**src/rtl/core/vptd_pkg.sv**
```systemverilog
// Shared constants and types of the postings tail decoder.
package vptd_pkg;

    // Size of a full postings block; a tail holds fewer entries than this.
    localparam int BLOCK_ENTRIES = 128;
    // Default depth of the queue between the front and back halves.
    localparam int QUEUE_DEPTH   = 2;

    localparam int ENTRY_W    = 7;
    localparam int DOC_W      = 32;
    localparam int BASE_W     = 31;
    localparam int BYTE_W     = 8;
    localparam int CFG_IDX_W  = 2;
    localparam int CFG_DATA_W = 31;

    // Entry counter saturates here, so last is raised at most once per tail.
    localparam logic [ENTRY_W-1:0] ENTRY_CAP =
        ((BLOCK_ENTRIES - 1) > 127) ? ENTRY_W'(127) : ENTRY_W'(BLOCK_ENTRIES - 1);

    // Most groups of 7 bits taken for one integer.
    localparam logic [2:0] MAX_GROUPS = 3'd5;

    // Configuration register indexes.
    localparam logic [CFG_IDX_W-1:0] CFG_FREQ_PRESENT = 2'd0;
    localparam logic [CFG_IDX_W-1:0] CFG_BASE_DOC     = 2'd1;
    localparam logic [CFG_IDX_W-1:0] CFG_ENTRY_COUNT  = 2'd2;

    typedef struct packed {
        logic               freq_present;
        logic [BASE_W-1:0]  base_doc;
        logic [ENTRY_W-1:0] entry_count;
    } t_cfg;

    // One decoded posting, handed from front to back.
    typedef struct packed {
        logic              restart;
        logic [BASE_W-1:0] base;
        logic [DOC_W-1:0]  delta;
        logic [DOC_W-1:0]  freq;
    } t_cmd;

    // Queue status seen by both halves.
    typedef struct packed {
        logic empty;
        logic full;
    } t_qstat;

endpackage

```
**src/rtl/core/vptd_front.sv**
```systemverilog
// Front half: accepts tail bytes, assembles integers and classifies them.
module vptd_front (
    input  logic                        i_clk,
    input  logic                        i_rst_n,
    input  vptd_pkg::t_cfg              i_cfg,
    input  logic                        i_in_valid,
    output logic                        o_in_stall,
    input  logic [vptd_pkg::BYTE_W-1:0] i_tail_byte,
    input  logic                        i_first_of_tail,
    input  vptd_pkg::t_qstat            i_qstat,
    output logic                        o_push,
    output vptd_pkg::t_cmd              o_cmd
);
    import vptd_pkg::*;

    logic [DOC_W-1:0]  r_acc, n_acc;
    logic [2:0]        r_sp, n_sp;
    logic              r_aw, n_aw;
    logic [BASE_W-1:0] r_pd, n_pd;
    logic              r_rst_pend, n_rst_pend;
    logic [BASE_W-1:0] r_base, n_base;

    logic              accept;
    logic [DOC_W-1:0]  acc0, acc1, part;
    logic [2:0]        sp0, sp1;
    logic              aw0;
    logic [BASE_W-1:0] pd0;
    logic              push;
    logic [DOC_W-1:0]  delta, freq;

    assign o_in_stall = i_qstat.full;
    assign accept     = i_in_valid && !i_qstat.full;

    always_comb begin
        acc0 = i_first_of_tail ? '0 : r_acc;
        sp0  = i_first_of_tail ? '0 : r_sp;
        aw0  = i_first_of_tail ? 1'b0 : r_aw;
        pd0  = i_first_of_tail ? '0 : r_pd;

        case (sp0)
            3'd0:    part = {25'b0, i_tail_byte[6:0]};
            3'd1:    part = {18'b0, i_tail_byte[6:0], 7'b0};
            3'd2:    part = {11'b0, i_tail_byte[6:0], 14'b0};
            3'd3:    part = {4'b0, i_tail_byte[6:0], 21'b0};
            3'd4:    part = {i_tail_byte[3:0], 28'b0};
            default: part = '0;
        endcase

        // groups past the fifth add nothing
        if (sp0 < MAX_GROUPS) begin
            acc1 = acc0 | part;
            sp1  = sp0 + 3'd1;
        end else begin
            acc1 = acc0;
            sp1  = sp0;
        end

        n_acc = r_acc;
        n_sp  = r_sp;
        n_aw  = r_aw;
        n_pd  = r_pd;
        push  = 1'b0;
        delta = '0;
        freq  = '0;

        if (accept) begin
            if (i_tail_byte[7]) begin
                n_acc = acc1;
                n_sp  = sp1;
                n_aw  = aw0;
                n_pd  = pd0;
            end else begin
                n_acc = '0;
                n_sp  = '0;
                n_aw  = aw0;
                n_pd  = pd0;
                if (aw0) begin
                    push  = 1'b1;
                    delta = {1'b0, pd0};
                    freq  = acc1;
                    n_aw  = 1'b0;
                    n_pd  = '0;
                end else if (i_cfg.freq_present) begin
                    if (acc1[0]) begin
                        push  = 1'b1;
                        delta = {1'b0, acc1[DOC_W-1:1]};
                        freq  = DOC_W'(1);
                    end else begin
                        n_pd = acc1[DOC_W-1:1];
                        n_aw = 1'b1;
                    end
                end else begin
                    push  = 1'b1;
                    delta = acc1;
                    freq  = DOC_W'(1);
                end
            end
        end

        // Hold a restart until the next entry carries it to the back half.
        n_rst_pend = r_rst_pend;
        n_base     = r_base;
        if (accept && i_first_of_tail) begin
            n_base = i_cfg.base_doc;
        end
        if (push) begin
            n_rst_pend = 1'b0;
        end else if (accept && i_first_of_tail) begin
            n_rst_pend = 1'b1;
        end
    end

    assign o_push        = push;
    assign o_cmd.restart = r_rst_pend || (accept && i_first_of_tail);
    assign o_cmd.base    = (accept && i_first_of_tail) ? i_cfg.base_doc : r_base;
    assign o_cmd.delta   = delta;
    assign o_cmd.freq    = freq;

    always_ff @(posedge i_clk) begin
        if (!i_rst_n) begin
            r_acc      <= '0;
            r_sp       <= '0;
            r_aw       <= 1'b0;
            r_pd       <= '0;
            r_rst_pend <= 1'b0;
        end else begin
            r_acc      <= n_acc;
            r_sp       <= n_sp;
            r_aw       <= n_aw;
            r_pd       <= n_pd;
            r_rst_pend <= n_rst_pend;
        end
    end

    always_ff @(posedge i_clk) begin
        r_base <= n_base;
    end

endmodule

```
**src/rtl/core/vptd_queue.sv**
```systemverilog
// Short FIFO of decoded postings between the front and back halves.
module vptd_queue #(
    parameter int DEPTH = vptd_pkg::QUEUE_DEPTH
) (
    input  logic                        i_clk,
    input  logic                        i_rst_n,
    input  logic                        i_push,
    input  vptd_pkg::t_cmd              i_cmd,
    input  logic                        i_pop,
    output vptd_pkg::t_cmd              o_cmd,
    output vptd_pkg::t_qstat            o_qstat,
    output logic [$clog2(DEPTH+1)-1:0]  o_count
);
    import vptd_pkg::*;

    localparam int PTR_W = (DEPTH > 1) ? $clog2(DEPTH) : 1;
    localparam int CNT_W = $clog2(DEPTH + 1);

    t_cmd             r_mem [DEPTH];
    logic [PTR_W-1:0] r_wr_ptr, n_wr_ptr;
    logic [PTR_W-1:0] r_rd_ptr, n_rd_ptr;
    logic [CNT_W-1:0] r_count, n_count;

    function automatic logic [PTR_W-1:0] ptr_inc(input logic [PTR_W-1:0] p);
        ptr_inc = (p == PTR_W'(DEPTH - 1)) ? '0 : p + PTR_W'(1);
    endfunction

    always_comb begin
        n_wr_ptr = i_push ? ptr_inc(r_wr_ptr) : r_wr_ptr;
        n_rd_ptr = i_pop  ? ptr_inc(r_rd_ptr) : r_rd_ptr;
        n_count  = r_count;
        if (i_push && !i_pop) begin
            n_count = r_count + CNT_W'(1);
        end else if (i_pop && !i_push) begin
            n_count = r_count - CNT_W'(1);
        end
    end

    always_ff @(posedge i_clk) begin
        if (!i_rst_n) begin
            r_wr_ptr <= '0;
            r_rd_ptr <= '0;
            r_count  <= '0;
        end else begin
            r_wr_ptr <= n_wr_ptr;
            r_rd_ptr <= n_rd_ptr;
            r_count  <= n_count;
        end
    end

    always_ff @(posedge i_clk) begin
        if (i_push) begin
            r_mem[r_wr_ptr] <= i_cmd;
        end
    end

    assign o_cmd         = r_mem[r_rd_ptr];
    assign o_qstat.empty = (r_count == '0);
    assign o_qstat.full  = (r_count == CNT_W'(DEPTH));
    assign o_count       = r_count;

endmodule

```
**src/rtl/core/vptd_back.sv**
```systemverilog
// Back half: accumulates doc ids, counts entries and holds the result register.
module vptd_back (
    input  logic                         i_clk,
    input  logic                         i_rst_n,
    input  logic [vptd_pkg::ENTRY_W-1:0] i_entry_count,
    input  vptd_pkg::t_qstat             i_qstat,
    input  vptd_pkg::t_cmd               i_cmd,
    output logic                         o_pop,
    output logic                         o_out_valid,
    input  logic                         i_out_stall,
    output logic [vptd_pkg::DOC_W-1:0]   o_doc_id,
    output logic [vptd_pkg::DOC_W-1:0]   o_freq,
    output logic                         o_last
);
    import vptd_pkg::*;

    logic [DOC_W-1:0]   r_running, n_running;
    logic [ENTRY_W-1:0] r_done, n_done;
    logic               r_valid, n_valid;
    logic [DOC_W-1:0]   r_doc, r_freq;
    logic               r_last, n_last;

    logic               pop;
    logic [DOC_W-1:0]   run_base;
    logic [ENTRY_W-1:0] done_base;

    assign pop = !i_qstat.empty && (!r_valid || !i_out_stall);

    always_comb begin
        run_base  = i_cmd.restart ? {1'b0, i_cmd.base} : r_running;
        done_base = i_cmd.restart ? '0 : r_done;
        n_running = r_running;
        n_done    = r_done;
        n_last    = 1'b0;
        if (pop) begin
            n_running = run_base + i_cmd.delta;
            n_done    = done_base;
            if (done_base < ENTRY_CAP) begin
                n_last = (done_base + ENTRY_W'(1) == i_entry_count);
                n_done = done_base + ENTRY_W'(1);
            end
        end
        if (pop) begin
            n_valid = 1'b1;
        end else if (!i_out_stall) begin
            n_valid = 1'b0;
        end else begin
            n_valid = r_valid;
        end
    end

    always_ff @(posedge i_clk) begin
        if (!i_rst_n) begin
            r_running <= '0;
            r_done    <= '0;
            r_valid   <= 1'b0;
        end else begin
            r_running <= n_running;
            r_done    <= n_done;
            r_valid   <= n_valid;
        end
    end

    always_ff @(posedge i_clk) begin
        if (pop) begin
            r_doc  <= n_running;
            r_freq <= i_cmd.freq;
            r_last <= n_last;
        end
    end

    assign o_pop       = pop;
    assign o_out_valid = r_valid;
    assign o_doc_id    = r_doc;
    assign o_freq      = r_freq;
    assign o_last      = r_last;

endmodule

```
**src/rtl/core/vint_postings_tail_decoder_core.sv**
```systemverilog
// A byte that completes an entry is written into the queue, then popped into the result register.
// Throughput: one tail byte per cycle while the queue is not full, set by the single-byte integer assembler in front.
// The back half retires one entry per cycle while the output is not stalled; a short queue absorbs output stalls.
// Reset (synchronous, active low) clears decode state and the queue, and loads
// freq_present = 1, base_doc = 0, entry_count = 1.
module vint_postings_tail_decoder_core #(
    parameter int QUEUE_DEPTH = vptd_pkg::QUEUE_DEPTH
) (
    input  logic                            i_clk,
    input  logic                            i_rst_n,
    // tail byte channel
    input  logic                            i_in_valid,
    output logic                            o_in_stall,
    input  logic [vptd_pkg::BYTE_W-1:0]     i_tail_byte,
    input  logic                            i_first_of_tail,
    // decoded posting channel
    output logic                            o_out_valid,
    input  logic                            i_out_stall,
    output logic [vptd_pkg::DOC_W-1:0]      o_doc_id,
    output logic [vptd_pkg::DOC_W-1:0]      o_freq,
    output logic                            o_last,
    // configuration write channel
    input  logic                            i_cfg_valid,
    output logic                            o_cfg_ready,
    input  logic [vptd_pkg::CFG_IDX_W-1:0]  i_cfg_index,
    input  logic [vptd_pkg::CFG_DATA_W-1:0] i_cfg_data
);
    import vptd_pkg::*;

    localparam int CNT_W = $clog2(QUEUE_DEPTH + 1);

    t_cfg             r_cfg, n_cfg;
    t_cmd             front_cmd, queue_cmd;
    t_qstat           qstat;
    logic             push, pop;
    logic [CNT_W-1:0] q_count;

    // Register writes are always taken; the caller only writes while idle.
    assign o_cfg_ready = 1'b1;

    always_comb begin
        n_cfg = r_cfg;
        if (i_cfg_valid) begin
            case (i_cfg_index)
                CFG_FREQ_PRESENT: n_cfg.freq_present = i_cfg_data[0];
                CFG_BASE_DOC:     n_cfg.base_doc     = i_cfg_data[BASE_W-1:0];
                CFG_ENTRY_COUNT:  n_cfg.entry_count  = i_cfg_data[ENTRY_W-1:0];
                default:          n_cfg = r_cfg;   // drop writes to unused indexes
            endcase
        end
    end

    always_ff @(posedge i_clk) begin
        if (!i_rst_n) begin
            r_cfg.freq_present <= 1'b1;
            r_cfg.base_doc     <= '0;
            r_cfg.entry_count  <= ENTRY_W'(1);
        end else begin
            r_cfg <= n_cfg;
        end
    end

    // Front: assemble integers a byte at a time, pair doc codes with freqs,
    // and carry the start-of-tail restart along with the next entry.
    vptd_front u_front (
        .i_clk           (i_clk),
        .i_rst_n         (i_rst_n),
        .i_cfg           (r_cfg),
        .i_in_valid      (i_in_valid),
        .o_in_stall      (o_in_stall),
        .i_tail_byte     (i_tail_byte),
        .i_first_of_tail (i_first_of_tail),
        .i_qstat         (qstat),
        .o_push          (push),
        .o_cmd           (front_cmd)
    );

    // Queue: decouple byte intake from result delivery.
    vptd_queue #(
        .DEPTH (QUEUE_DEPTH)
    ) u_queue (
        .i_clk   (i_clk),
        .i_rst_n (i_rst_n),
        .i_push  (push),
        .i_cmd   (front_cmd),
        .i_pop   (pop),
        .o_cmd   (queue_cmd),
        .o_qstat (qstat),
        .o_count (q_count)
    );

    // Back: advance the running doc id, count entries, drive the result register.
    vptd_back u_back (
        .i_clk         (i_clk),
        .i_rst_n       (i_rst_n),
        .i_entry_count (r_cfg.entry_count),
        .i_qstat       (qstat),
        .i_cmd         (queue_cmd),
        .o_pop         (pop),
        .o_out_valid   (o_out_valid),
        .i_out_stall   (i_out_stall),
        .o_doc_id      (o_doc_id),
        .o_freq        (o_freq),
        .o_last        (o_last)
    );

    // The front never pushes into a full queue.
    a_no_overflow: assert property (@(posedge i_clk) disable iff (!i_rst_n)
        push |-> !qstat.full)
        else $error("entry pushed into full queue");

    // The back never pops an empty queue.
    a_no_underflow: assert property (@(posedge i_clk) disable iff (!i_rst_n)
        pop |-> !qstat.empty)
        else $error("entry popped from empty queue");

    // Occupancy rises by one on a push without a pop.
    a_count_track: assert property (@(posedge i_clk) disable iff (!i_rst_n)
        (push && !pop) |=> (q_count == $past(q_count) + CNT_W'(1)))
        else $error("queue count out of step with pushes");

    // A result is loaded only when the register is free or being taken.
    a_no_overwrite: assert property (@(posedge i_clk) disable iff (!i_rst_n)
        (o_out_valid && i_out_stall) |-> !pop)
        else $error("stalled result overwritten");

endmodule
```
**config.mk**
```make
export PLATFORM = sky130hd
export DESIGN_NAME = vint_postings_tail_decoder_core
export DESIGN_NICKNAME = d
export VERILOG_FILES = /design/src/rtl/core/vptd_pkg.sv /design/src/rtl/core/vptd_front.sv /design/src/rtl/core/vptd_queue.sv /design/src/rtl/core/vptd_back.sv /design/src/rtl/core/vint_postings_tail_decoder_core.sv
export SDC_FILE = /design/constraint.sdc
export NUM_CORES = 1
export LEC_CHECK = 0
export BUFFER_PORTS_ARGS = -buffer_cell sky130_fd_sc_hd__buf_2
export CAP_MARGIN = 20
export CELL_PAD_IN_SITES_DETAIL_PLACEMENT = 2
export CELL_PAD_IN_SITES_GLOBAL_PLACEMENT = 2
export CORE_UTILIZATION = 39
export DETAILED_ROUTE_END_ITERATION = 6
export PLACE_DENSITY_LB_ADDON = 0.1
export SYNTH_ARGS = -nofsm -noshare
export SYNTH_HDL_FRONTEND = slang
export SYNTH_SLANG_ARGS = --single-unit
```
**constraint.sdc**
```tcl
create_clock -name i_clk -period 13.1 [get_ports i_clk]
set_clock_uncertainty 0.2 [all_clocks]
set_input_delay 1.31 -clock i_clk [delete_from_list [all_inputs] [get_ports i_clk]]
set_output_delay 1.31 -clock i_clk [all_outputs]
set_load 0.02 [all_outputs]
```
After elaboration in Yosys (flattened, before gate mapping)

Memory sizes are Yosys's and may differ from the RTL's. A register that Yosys moved wholly into a read port is not among the register bits.
Cells that the tools add are included.
W data, S select, Z words.

Bits in registers: 247
Bits in writable memories: 192
Memories: 1

Memories:

| memory        | depth | bits a word | rd ports | clocked after memory_dff | wr ports | line             | RTL |
|---|---|---|---|---|---|---|---|
| u_queue.r_mem | 2     | 96          | 1        | 1                        | 1        | vptd_queue.sv:19 | `t_cmd r_mem [DEPTH];` |

Add/subtract/negate cells: 7
$lt $le $gt $ge: 2
Equality and inequality tests: 9
Multiplexer cells: 47
Bitwise operators: 2
Reductions and logical operators: 21

Operator list:

| kind                  | number |
|---|---|
| $mux W32              | 12 |
| $mux W31              | 7 |
| $pmux W32 S5          | 1 |
| $add A32 B32 Y32      | 1 |
| $or A32 B32 Y32       | 1 |
| $mux W1               | 20 |
| $mux W7               | 2 |
| $mux W3               | 3 |
| $add A7 B1 Y7 const B | 1 |
| $eq A7 B7 Y1          | 1 |
| $lt A7 B7 Y1 const B  | 1 |
| $eq A3 B2 Y1 const B  | 2 |
| $logic_not A1 Y1      | 6 |
| $reduce_and A2 Y1     | 3 |
| $logic_and A1 B1 Y1   | 5 |
| $eq A2 B2 Y1 const B  | 2 |
| $logic_not A2 Y1      | 2 |
| $mux W2               | 2 |
| $add A3 B1 Y3 const B | 1 |
| $eq A3 B1 Y1 const B  | 1 |
| $eq A3 B3 Y1 const B  | 1 |
| $logic_not A3 Y1      | 1 |
| $lt A3 B3 Y1 const B  | 1 |
| $add A1 B1 Y1 const B | 2 |
| 8 further kinds       | 9 |

Depth between registers and ports, before layout

Gate-level depths: netlist (run 1).

Word-level depth: 14
Depth in mapped cells: 16

Hierarchy

A second synthesis (run 1) with hierarchy kept.

Cell total of the unflattened synthesis: 1,648
Area total of the unflattened synthesis: 19,914.1 um^2

By module, submodules not included:

| module                          | times used | cells an instance | area each (um^2) | sequential area each (um^2) |
|---|---|---|---|---|
| vptd_queue                      | 1          | 321               | 7,344.5          | 5,865.6 |
| vptd_back                       | 1          | 600               | 6,037.0          | 2,752.6 |
| vptd_front                      | 1          | 560               | 4,939.7          | 1,981.9 |
| vint_postings_tail_decoder_core | 1          | 167               | 1,592.8          | 780.7 |

Least setup slack after synthesis (run 1)

No wires, ideal clock.

Path type: input to register
Start: in i_first_of_tail
End: mem u_queue.r_mem[0][0] in the netlist's numbering, enable pin
Arrival time: 5.987 ns
Data required time: 12.347 ns
Setup slack: 6.360 ns
Cell stages on the path: 6
Path buffers: 0
Cell sequence: inv_2 o31ai_2 a22oi_1 nand2_1 o21ai_0 nor2_1

Cells in the longest elaborated chain, start to end: 12
Elaborated cells on any way between the ends: 19

Ends and longest elaborated chain:

| what                                 | line                                  | RTL |
|---|---|---|
| start: declaration                   | vint_postings_tail_decoder_core.sv:15 | `input logic i_first_of_tail,` |
| $mux W3                              | vptd_front.sv:36                      | `sp0 = i_first_of_tail ? '0 : r_sp;` |
| $eq A3 B3 Y1 (tied with other cells) | vptd_front.sv:40                      | `case (sp0)` |
| $pmux W32 S5                         | vptd_front.sv:40                      |  |
| $or A32 B32 Y32                      | vptd_front.sv:51                      | `acc1 = acc0 \| part;` |
| $mux W32                             | vptd_front.sv:50                      | `if (sp0 < MAX_GROUPS) begin` |
| $mux W1                              | vptd_front.sv:84                      | `if (acc1[0]) begin` |
| $mux W1                              | vptd_front.sv:83                      | `end else if (i_cfg.freq_present) begin` |
| $mux W1 (*)                          | vptd_front.sv:77                      | `if (aw0) begin` |
| $mux W1 (*)                          | vptd_front.sv:67                      | `if (i_tail_byte[7]) begin` |
| $mux W1 (*)                          | vptd_front.sv:66                      | `if (accept) begin` |
| $mux W1 (*)                          | vptd_queue.sv:52                      | `if (i_push) begin` |
| $mux W1 (not written as such) (*)    | vptd_queue.sv:53                      | `r_mem[r_wr_ptr] <= i_cmd;` |
| end: declaration                     | vptd_queue.sv:19                      |  |

Mark *: on every way between the ends. The rest lies on a longest branch, timed or not.

Worst setup path after layout (run 1)

Start: in i_first_of_tail
End: mem u_queue.r_mem[0][72] in the netlist's numbering, enable pin

The elaborated chain is that of the path after synthesis.

==> summary.txt, run 1 <==
Critical path
  • Worst Path Required: 13.10 ns
  • Most frequent CP cell: buf_4
  • CP Cell Sequence: buf_2 > inv_2 > o31ai_2 > a22oi_1 > nand2_1 > o21ai_0 > buf_4 > nor2_4 > buf_4 > buf_4
  • Critical-path maximum fanout: 48
  • Setup crit start kind: input port
  • Slowest CP cell: buf_2
  • Buffers and inverters on the worst path: 5
  • CP delay by family, top: buffers and inverters
  • Crit path kind: input port to flop
  • CP arrival: 5.27 ns
  • CP max stage delay: 0.64 ns
  • CP Capture Type: flop

Die
  • Die height: 223 um
  • Die outline area: 49,600 sq um
  • Core area: 47,900 sq um
  • Core Rows: 80
  • Starting Density: 39.6%
  • IO Count: 115
  • Die width: 223 um

GRT
  • Initial antenna violation count: 0
  • Grt ovf: 0
  • First-pass GRT wire length: 83.1 mm
  • Largest net degree at the start of global routing: 74
  • Vias in the first global route: 14,100
  • Total Routing Usage GR: 21.7%

Synthesis
  • EDFF count, synth: 257
  • Seq cells post-synth: 440
  • Syn avg cell area: 11.5 sq um
  • Post-synth top area cell: edfxtp_1
  • Synth cell count leaders: edfxtp_1 (257), nand2_1 (205), dfxtp_1 (183)
  • Number of distinct library cells after synthesis: 72
  • Syn. warnings: 0
  • Count leader, synth: edfxtp_1
  • Most used DFF post-synth: edfxtp_1
  • Syn Inst Count: 1,657
  • Seq/Total Area, Yosys: 59.9%
  • Async set-reset flop share out of synthesis: 0%
  • Cell area after synthesis: 19,000 sq um
  • Syn_nets: 1,739
  • Post-synth top area share: 40.6%
  • Ranking of synthesized cells by area: edfxtp_1 (41%), dfxtp_1 (19%), mux2_2 (5.7%), nand2_1 (4.1%), o21ai_0 (3.3%)

Route
  • Drt first-iter violations: 688
  • DRC: 0
  • DRT Pass-1 Iters: 5
  • Drt total wl: 54.0 mm
  • DRT antenna net count: 0
  • DR vias: 13,200
  • Vias per cell: 5.50
  • WL/cell: 22.5 um

Outcome
  • Outcome: complete, no violations

CTS
  • Worst-Skew Late Latency: 0.59 ns
  • Post-CTS Repair Setup Buffers: 0
  • Total CTS buffers: 50
  • Maximum clock insertion buffer count: 3
  • CTS Sinks: 440
  • Post-CTS Hold Fix Bufs: 0
  • Root Driver: clkbuf_16
  • Clk pin slew, worst setup/hold paths: 0.06 ns
  • Post-CTS sizing: 0
  • TritonCTS clock tree: yes
  • H-tree depth: 2

STA
  • Final Cycle Share: 40.2%
  • RSZ-0062 raised after global routing: false
  • Setup TNS: 0 ns
  • Final setup viols: 0
  • Max Slew Vio Count: 0
  • Hold Vio Cnt, Final: 0
  • FMAX: 190 MHz
  • Clock period minus worst slack: 5.27 ns
  • Worst slew margin: 33.1%
  • Worst slew pin tran: 1.00 ns

Place
  • Placement Cell Area: 20,100 sq um
  • Post-DP HPWL: 36.2 mm
  • RePlAce Congestion: 0.805
  • Port buffer count: 113
  • Cells after DPL: 2,297

Cells and area
  • Layout Cells excl Fill: 2,396
  • Register area: 11,400 sq um
  • Fin util: 45.5%
  • Layout cells sized above 1: 18.9%
  • N_diodes: 0
  • Multi-input gate area: 7190 sq um
  • Area Growth Syn to Fin: 14.8%
  • Post-layout net count: 1,821
  • # fillers: 4,823
  • Final instance area: 21,800 sq um

Power and ir drop
  • PwrDens: 218 nW/um^2
  • Peak supply drop: 0.000137 V
  • LEAKAGE: 7.82 nW

Hold path
  • Worst Hold Class: flop to flop

Run
  • Max-Cap Viols: 0
[worst min-delay path, stage by stage, from the launching register on]
cell and delay [ns]:
dfxtp_1 0.30, nand2_1 0.05, a21boi_0 0.06
[state kept, by name, summed over array words and instances (netlist names), 2 cells and up, named ones only]
signal / flops
r_cfg: 39
u_back.o_doc_id: 32
u_back.o_freq: 32
u_back.r_done: 7
u_back.r_running: 32
u_front.r_acc: 32
u_front.r_base: 31
u_front.r_pd: 31
u_front.r_sp: 3
u_queue.o_count: 2
u_queue.r_mem: 192
[layer usage]
layer / GRT usage (%) / part of all wire (%) / up-vias
met4: 6.47 / 2.3 / 0
li1: - / - / 6185
met3: 2.74 / 3.1 / 76
met5: 0 / 0 / -
met1: 28.3 / 45 / 6703
met2: 37.5 / 50 / 204
[layout by cell type (no fill, tap or decap), types with 34 or more instances in the layout]
cell / n
dfxtp_1: 181
a21oi_1: 74
nand2_1: 205
nor2b_1: 36
a22oi_1: 36
a21boi_0: 40
and2_1: 47
buf_2: 112
o21ai_0: 124
nor2_1: 100
clkbuf_16: 55
ha_1: 34
edfxtp_1: 257
mux2_2: 96
mux2i_1: 39
[report_power, final]
part           leakage [nW]  switching, mW  internal (mW)
logic                  3.19           1.04          0.533
registers              3.85         0.0769           1.72
clock network         0.790          0.559          0.821
total                  7.82           1.68           3.07
[cell type report]
cell class | instances | share of cell area (%)
clock inverters | 16 | 0.579
clock buffers | 78 | 6.84
well taps | 615 | 3.53
repair buffers | 133 | 3.58
flip-flops and latches | 440 | 52.2
multi-input cells | 1099 | 33.0
inverters | 15 | 0.270
[kinds of logic after synthesis]
family / Yosys count / share of synthesized area, %
AND/OR/NAND/NOR: 492 / 12.1
XOR/XNOR: 39 / 1.80
buffers and inverters: 118 / 2.44
multiplexers: 136 / 7.80
adder cells (fa/ha/maj): 35 / 2.34
flip-flops: 440 / 59.9
AO/OA/AOI/OAI: 396 / 13.6
other: 1 / 0.0197
[worst paths after layout]
| check | from | to | slack [ns] | cells after the start |
|---|---|---|---|---|
| setup / recovery | i_first_of_tail | u_queue.r_mem[0][72] | 7.83 | 10 |
| hold / removal | r_cfg[11] | r_cfg[11] | 0.27 | 2 |
| setup reg to reg | u_queue.r_mem[0][95] | u_back.o_doc_id[28] | 8.28 | 13 |
| hold reg to reg | r_cfg[11] | r_cfg[11] | 0.27 | 2 |
[per-stage QoR]
stage / hold WS, ns / worst slack, ns / power [mW]
floorplan: 0.227 / 6.36 / 2.90
global placement: 0.240 / 7.37 / 3.35
detailed placement: 0.258 / 7.26 / 3.40
CTS: 0.273 / 7.80 / 4.81
global route: 0.292 / 7.48 / 5.00
finish: 0.267 / 7.83 / 4.75
Note: power is estimated with default switching activity, not from simulation.
==> run 2: changes to the inputs <==
- ABC_AREA: unset -> 1
- CORE_UTILIZATION: 39 -> 37
- clock period: 13.1 -> 5.4 ns (I/O delays scaled with it)
==> summary.txt, run 2 <==
Die
  • Starting Density: 37.4% (was 39.6%)
  • Core Rows: 85 (was 80)
  • Die width: 235 um (was 223 um)
  • Die outline area: 55,300 sq um (was 49,600 sq um)
  • Die height: 235 um (was 223 um)
  • Core area: 53,700 sq um (was 47,900 sq um)
  • IO Count: 115 (unchanged)

Power and ir drop
  • Power share of the clock group: 25.0% (was 29.0%)
  • Combinational Power Share: 40.4% (was 33.2%)
  • Internal Pwr Total: 7.60 mW (was 3.07 mW)
  • Peak supply drop: 0.000254 V (was 0.000137 V)
  • Psw: 5.46 mW (was 1.68 mW)
  • LEAKAGE: 10.0 nW (was 7.82 nW)
  • Seq pwr share: 34.5% (was 37.8%)
  • PwrDens: 562 nW/um^2 (was 218 nW/um^2)
  • Switching Fraction: 41.8% (was 35.3%)

GRT
  • Largest net degree at the start of global routing: 79 (was 74)
  • Vias in the first global route: 18,500 (was 14,100)
  • Grt ovf: 0 (unchanged)
  • First-pass GRT wire length: 108 mm (was 83.1 mm)
  • Total Routing Usage GR: 25.2% (was 21.7%)
  • Initial antenna violation count: 2 (was 0)

Critical path
  • Crit path kind: flop to flop (was input port to flop)
  • Critical-path maximum fanout: 58 (was 48)
  • CP Capture Type: flop (unchanged)
  • Setup crit start kind: flop (was input port)
  • CP arrival: 4.24 ns (was 5.27 ns)
  • Worst Path Required: 5.53 ns (was 13.10 ns)

Synthesis
  • Post-synth top area cell: edfxtp_1 (unchanged)
  • Post-synth top area share: 38.4% (was 40.6%)
  • Syn. warnings: 0 (unchanged)
  • Count leader, synth: nand2_1 (was edfxtp_1)
  • Number of distinct library cells after synthesis: 46 (was 72)
  • Async set-reset flop share out of synthesis: 0% (unchanged)
  • Syn_nets: 2,493 (was 1,739)
  • Seq/Total Area, Yosys: 56.6% (was 59.9%)
  • Cell area after synthesis: 20,100 sq um (was 19,000 sq um)
  • EDFF count, synth: 257 (unchanged)
  • Syn Inst Count: 2,411 (was 1,657)
  • Syn avg cell area: 8.34 sq um (was 11.5 sq um)
  • Ranking of synthesized cells by area: edfxtp_1 (38%), dfxtp_1 (18%), nand2_1 (17%), inv_1 (4.2%), nor2_1 (4.1%) (was edfxtp_1 (41%), dfxtp_1 (19%), mux2_2 (5.7%), nand2_1 (4.1%), o21ai_0 (3.3%))
  • Most used DFF post-synth: edfxtp_1 (unchanged)
  • Seq cells post-synth: 440 (unchanged)
  • Synth cell count leaders: nand2_1 (885), edfxtp_1 (257), inv_1 (227) (was edfxtp_1 (257), nand2_1 (205), dfxtp_1 (183))

Place
  • Port buffer count: 113 (unchanged)
  • Post-DP HPWL: 48.8 mm (was 36.2 mm)
  • RePlAce Congestion: 0.871 (was 0.805)
  • Placement Cell Area: 21,400 sq um (was 20,100 sq um)

Cells and area
  • Most frequent cells in the layout: nand2_1 (884), edfxtp_1 (257), inv_1 (225), nor2_1 (214), dfxtp_1 (182) (was edfxtp_1 (257), nand2_1 (205), dfxtp_1 (181), o21ai_0 (124), buf_2 (112))
  • Most common cell after layout, fill and taps aside: nand2_1 (was edfxtp_1)
  • Max reg flops: 192 (unchanged)
  • Post-layout net count: 2,617 (was 1,821)
  • Largest regs: u_queue.r_mem (192), r_cfg (39) (unchanged)
  • Largest Register: u_queue.r_mem (unchanged)
  • Layout cells sized above 1: 11.1% (was 18.9%)
  • # fillers: 5,959 (was 4,823)
  • Final instance area: 23,300 sq um (was 21,800 sq um)
  • Area Growth Syn to Fin: 15.6% (was 14.8%)

Route
  • Drt total wl: 69.8 mm (was 54.0 mm)
  • DRT antenna net count: 0 (unchanged)
  • Vias per cell: 5.18 (was 5.50)
  • DR vias: 16,900 (was 13,200)
  • WL/cell: 21.3 um (was 22.5 um)
  • DRC: 0 (unchanged)
  • DRT Pass-1 Iters: 5 (unchanged)
  • Drt first-iter violations: 918 (was 688)

CTS
  • Maximum clock insertion buffer count: 3 (unchanged)
  • Root Driver: clkbuf_16 (unchanged)
  • Clk pin slew, worst setup/hold paths: 0.06 ns (about the same)
  • Post-CTS sizing: 0 (unchanged)
  • TritonCTS clock tree: yes (unchanged)
  • Total CTS buffers: 50 (unchanged)
  • Worst-Skew Late Latency: 0.60 ns (was 0.59 ns)
  • Post-CTS Hold Fix Bufs: 30 (was 0)
  • Post-CTS Repair Setup Buffers: 0 (unchanged)
  • H-tree depth: 2 (unchanged)
  • CTS Sinks: 440 (unchanged)

STA
  • Final setup viols: 0 (unchanged)
  • Worst slew margin: 28.9% (was 33.1%)
  • FMAX: 243 MHz
  • Hold Vio Cnt, Final: 0 (unchanged)
  • Max Slew Vio Count: 0 (unchanged)
  • RSZ-0062 raised after global routing: false (unchanged)
  • Worst slew pin tran: 1.07 ns (was 1.00 ns)
  • Setup TNS: 0 ns (unchanged)
  • Clock period minus worst slack: 4.11 ns
  • Final Cycle Share: 76.2%

Run
  • Max-Cap Viols: 0 (unchanged)

Hold path
  • Hold Path Origin: i_cfg_data[5] (was r_cfg[11])
  • Worst Hold Class: input port to flop (was flop to flop)

Outcome
  • Outcome: complete, no violations (unchanged)
==> run 2: final timing paths <==
path                        end  slack (ns)  cells past startpoint
max reg2reg  u_back.o_doc_id[8]        1.29                     13
max          u_back.o_doc_id[8]        1.29                     13
min                   r_cfg[12]        0.04                      3
min reg2reg   u_front.r_acc[13]        0.27                      2
==> run 2: through the flow <==
| step | hold slack (ns) | power [mW] | util (%) | setup WS, ns | instances |
|---|---|---|---|---|---|
| after floorplan | 0.226 | 7.96 | - | 0.891 | 2411 |
| after global placement | 0.232 | 9.63 | 39.9 | 1.40 | 3149 |
| after detailed placement | 0.262 | 9.85 | 39.9 | 1.25 | 3149 |
| after CTS | 0.0196 | 13.2 | 43.3 | 1.23 | 3272 |
| after global routing | 0.0457 | 13.9 | 43.3 | 0.937 | 3272 |
| final | 0.0412 | 13.1 | 43.3 | 1.29 | 3273 |
==> run 2: layer usage <==
layer / global-route usage, % / vias up / share of wire [%] / wire length [um]
li1: - / 8047 / - / -
met1: 33.1 / 8586 / 46 / 31800
met2: 44.9 / 252 / 50 / 34800
met3: 3.00 / 57 / 3.2 / 2220
met4: 4.67 / 0 / 1.4 / 973
met5: 0 / - / 0 / 0
==> run 2: critical path, cell delays in order (launching register included) <==
cell	delay [ns]
dfxtp_2	0.56
inv_2	0.07
buf_4	0.28
buf_4	0.39
nand2_1	0.15
a31oi_1	0.10
ha_1	0.33
fa_1	0.57
nand3_1	0.13
nand3_1	0.17
nand2_1	0.15
nand2_1	0.11
o21ai_0	0.49
nand2_1	0.11
==> run 2: logic make-up after synthesis <==
group / synth area share [%]
adder cells (fa/ha/maj): 2.21
XOR/XNOR: 0.566
AND/OR/NAND/NOR: 24.7
buffers and inverters: 6.78
other: 0.0186
flip-flops: 56.6
AO/OA/AOI/OAI: 9.10
==> run 2: power groups by stage <==
stage / registers [mW] / logic (mW) / clock network, mW
CTS: 4.53 / 5.36 / 3.35
global placement: 4.54 / 5.08 / 0
floorplan: 4.80 / 3.16 / 0
global route: 4.57 / 5.86 / 3.48
detailed placement: 4.58 / 5.27 / 0
finish: 4.51 / 5.28 / 3.27
==> run 2: area by class of cell <==
class / count / area, sq um / area share, %
diodes: 1 / 2.50 / 0.0108
inverters: 241 / 910 / 3.91
flip-flops and latches: 440 / 11400 / 48.9
multi-input cells: 1625 / 7400 / 31.8
well taps: 696 / 871 / 3.74
clock inverters: 19 / 148 / 0.635
repair buffers: 177 / 1150 / 4.93
clock buffers: 74 / 1400 / 6.03
==> run 3: changes to the inputs <==
- clock period: 5.4 -> 4.03 ns (I/O delays scaled with it)
==> summary.txt, run 3 (same netlist as run 2, synthesis figures left out) <==
STA
  • Worst slew pin tran: 0.949 ns (was 1.07 ns)
  • RSZ-0062 raised after global routing: false (unchanged)
  • Max Slew Vio Count: 0 (unchanged)
  • Final Cycle Share: 91.2% (was 76.2%)
  • Hold Vio Cnt, Final: 0 (unchanged)
  • Setup TNS: 0 ns (unchanged)
  • Final setup viols: 0 (unchanged)
  • Worst slew margin: 36.7% (was 28.9%)
  • FMAX: 272 MHz (was 243 MHz)
  • Clock period minus worst slack: 3.67 ns (was 4.11 ns)

Critical path
  • Slowest CP cell: buf_4 (was fa_1)
  • CP Capture Type: flop (unchanged)
  • CP max stage delay: 0.56 ns (was 0.57 ns)
  • Worst Path Required: 4.17 ns (was 5.53 ns)
  • CP Cell Sequence: inv_2 > buf_4 > nand2_1 > nand2_1 > ha_1 > nand2_1 > nor2_1 > inv_1 > nor2_1 > nand4_1 > nand4_1 > nand2_1 > o21ai_1 > inv_1 (was inv_2 > buf_4 > buf_4 > nand2_1 > a31oi_1 > ha_1 > fa_1 > nand3_1 > nand3_1 > nand2_1 > nand2_1 > o21ai_0 > nand2_1)
  • Critical-path maximum fanout: 59 (was 58)
  • CP arrival: 3.82 ns (was 4.24 ns)
  • R2r setup slk: 0.36 ns (was 1.29 ns)
  • Crit path kind: flop to flop (unchanged)
  • Setup crit start kind: flop (unchanged)
  • Most frequent CP cell: nand2_1 (unchanged)

Route
  • DRC: 0 (unchanged)
  • WL/cell: 22.1 um (was 21.3 um)
  • DR vias: 17,200 (was 16,900)
  • Drt total wl: 72.8 mm (was 69.8 mm)
  • Vias per cell: 5.22 (was 5.18)
  • DRT antenna net count: 0 (unchanged)
  • Drt first-iter violations: 856 (was 918)
  • DRT Pass-1 Iters: 5 (unchanged)

Place
  • Placement Cell Area: 21,600 sq um (was 21,400 sq um)
  • RePlAce Congestion: 0.834 (was 0.871)
  • Port buffer count: 113 (unchanged)
  • Post-DP HPWL: 50.8 mm (was 48.8 mm)

Cells and area
  • Multi-input gate area: 7400 sq um (unchanged)
  • Layout cells sized above 1: 12.1% (was 11.1%)
  • Largest Register: u_queue.r_mem (unchanged)
  • Most common cell after layout, fill and taps aside: nand2_1 (unchanged)
  • Max reg flops: 192 (unchanged)
  • Most frequent cells in the layout: nand2_1 (884), edfxtp_1 (257), inv_1 (225), nor2_1 (214), dfxtp_1 (182) (unchanged)
  • Area Growth Syn to Fin: 18.3% (was 15.6%)
  • # fillers: 5,858 (was 5,959)
  • Fin util: 44.3% (was 43.3%)
  • Final instance area: 23,800 sq um (was 23,300 sq um)
  • Largest regs: u_queue.r_mem (192), r_cfg (39) (unchanged)
  • Register area: 11,400 sq um (about the same)
  • Post-layout net count: 2,636 (was 2,617)
  • N_diodes: 0 (was 1)

GRT
  • Total Routing Usage GR: 26.6% (was 25.2%)
  • Grt ovf: 0 (unchanged)
  • First-pass GRT wire length: 113 mm (was 108 mm)
  • Initial antenna violation count: 3 (was 2)
  • Vias in the first global route: 19,300 (was 18,500)
  • Largest net degree at the start of global routing: 72 (was 79)

Die
  • Core area: 53,700 sq um (unchanged)
  • Die outline area: 55,300 sq um (unchanged)
  • Core Rows: 85 (unchanged)
  • IO Count: 115 (unchanged)
  • Starting Density: 37.4% (unchanged)
  • Die width: 235 um (unchanged)
  • Die height: 235 um (unchanged)

CTS
  • Worst-Skew Late Latency: 0.64 ns (was 0.60 ns)
  • TritonCTS clock tree: yes (unchanged)
  • Root Driver: clkbuf_16 (unchanged)
  • Total CTS buffers: 50 (unchanged)
  • Maximum clock insertion buffer count: 3 (unchanged)
  • CTS Sinks: 440 (unchanged)
  • Post-CTS Repair Setup Buffers: 0 (unchanged)
  • Clk pin slew, worst setup/hold paths: 0.06 ns (about the same)
  • H-tree depth: 2 (unchanged)

Outcome
  • Outcome: complete, no violations (unchanged)

Power and ir drop
  • LEAKAGE: 10.3 nW (was 10.0 nW)
  • Internal Pwr Total: 10.8 mW (was 7.60 mW)
  • Seq pwr share: 32.9% (was 34.5%)
  • PwrDens: 769 nW/um^2 (was 562 nW/um^2)
  • Combinational Power Share: 39.7% (was 40.4%)
  • Psw: 7.49 mW (was 5.46 mW)
  • Power share of the clock group: 27.4% (was 25.0%)
  • Peak supply drop: 0.000404 V (was 0.000254 V)
  • Switching Fraction: 41.0% (was 41.8%)
  • Total power draw: 18.3 mW (was 13.1 mW)

Hold path
  • Worst Hold Class: input port to flop (unchanged)

Run
  • Max-Cap Viols: 0 (unchanged)
run 3: cell count changes in the layout (fill, tap and decap cells not counted), moves of 2 or more:
cell	previous run	this run
clkinvlp_4	1	3
dlygate4sd3_1	30	34
clkbuf_8	6	11
clkinv_1	7	5
buf_12	2	9
clkbuf_1	18	7
bufinv_16	1	8
buf_4	32	39
run 3: repair_timing:
action / in CTS / in global routing
hold buffers: 34 / 0
resized for setup: 0 / 0
endpoints found under the hold margin: 40 / 0
run 3: path summary, 6_finish.rpt:
| kind | startpoint | to | depth (start not counted) |
|---|---|---|---|
| max | flop | u_back.o_doc_id[18] | 14 |
| min | i_tail_byte[7] | u_front.r_aw | 4 |
| max reg2reg | flop | u_back.o_doc_id[18] | 14 |
| min reg2reg | u_front.r_base[21] | u_front.r_base[21] | 2 |
run 3: final cells by class:
| type | count | share of cell area (%) |
|---|---|---|
| clock buffers | 69 | 6.11 |
| clock inverters | 25 | 1.57 |
| inverters | 241 | 3.82 |
| multi-input cells | 1625 | 31.1 |
| flip-flops and latches | 440 | 47.8 |
| well taps | 696 | 3.66 |
| repair buffers | 196 | 5.91 |
run 3: layer usage:
layer	global-route usage, %	share of wire (%)	vias to the layer above
li1	-	-	8073
met3	3.13	3.7	107
met2	45.6	48	310
met1	35.2	45	8679
met4	8.03	2.7	0
met5	0	0	-
run 3: power by group through the flow:
| stage | logic (mW) | registers, mW | clock network, mW |
|---|---|---|---|
| after floorplan | 4.24 | 6.43 | 0 |
| after global placement | 6.92 | 6.06 | 0 |
| after detailed placement | 7.23 | 6.11 | 0 |
| after CTS | 7.37 | 6.03 | 5.11 |
| after global routing | 8.07 | 6.09 | 5.28 |
| final | 7.26 | 6.02 | 5.02 |
run 3: worst max-delay path, delay by kind of cell (launching register included):
kind | cells | cell delay [ns]
and+or+nand+nor | 8 | 1.56
buffers and inverters | 4 | 0.80
DFF | 1 | 0.41
adders and majority gates | 1 | 0.25
AOI/OAI and AO/OA | 1 | 0.18
run 3: stage by stage:
stage / instances / hold slack, ns / setup WS [ns]
after floorplan: 2411 / 0.226 / 0.728
after global placement: 3163 / 0.229 / 0.356
after detailed placement: 3164 / 0.251 / 0.303
after CTS: 3292 / 0.0217 / 0.273
after global routing: 3292 / 0.0728 / 0.108
final: 3292 / 0.0467 / 0.356
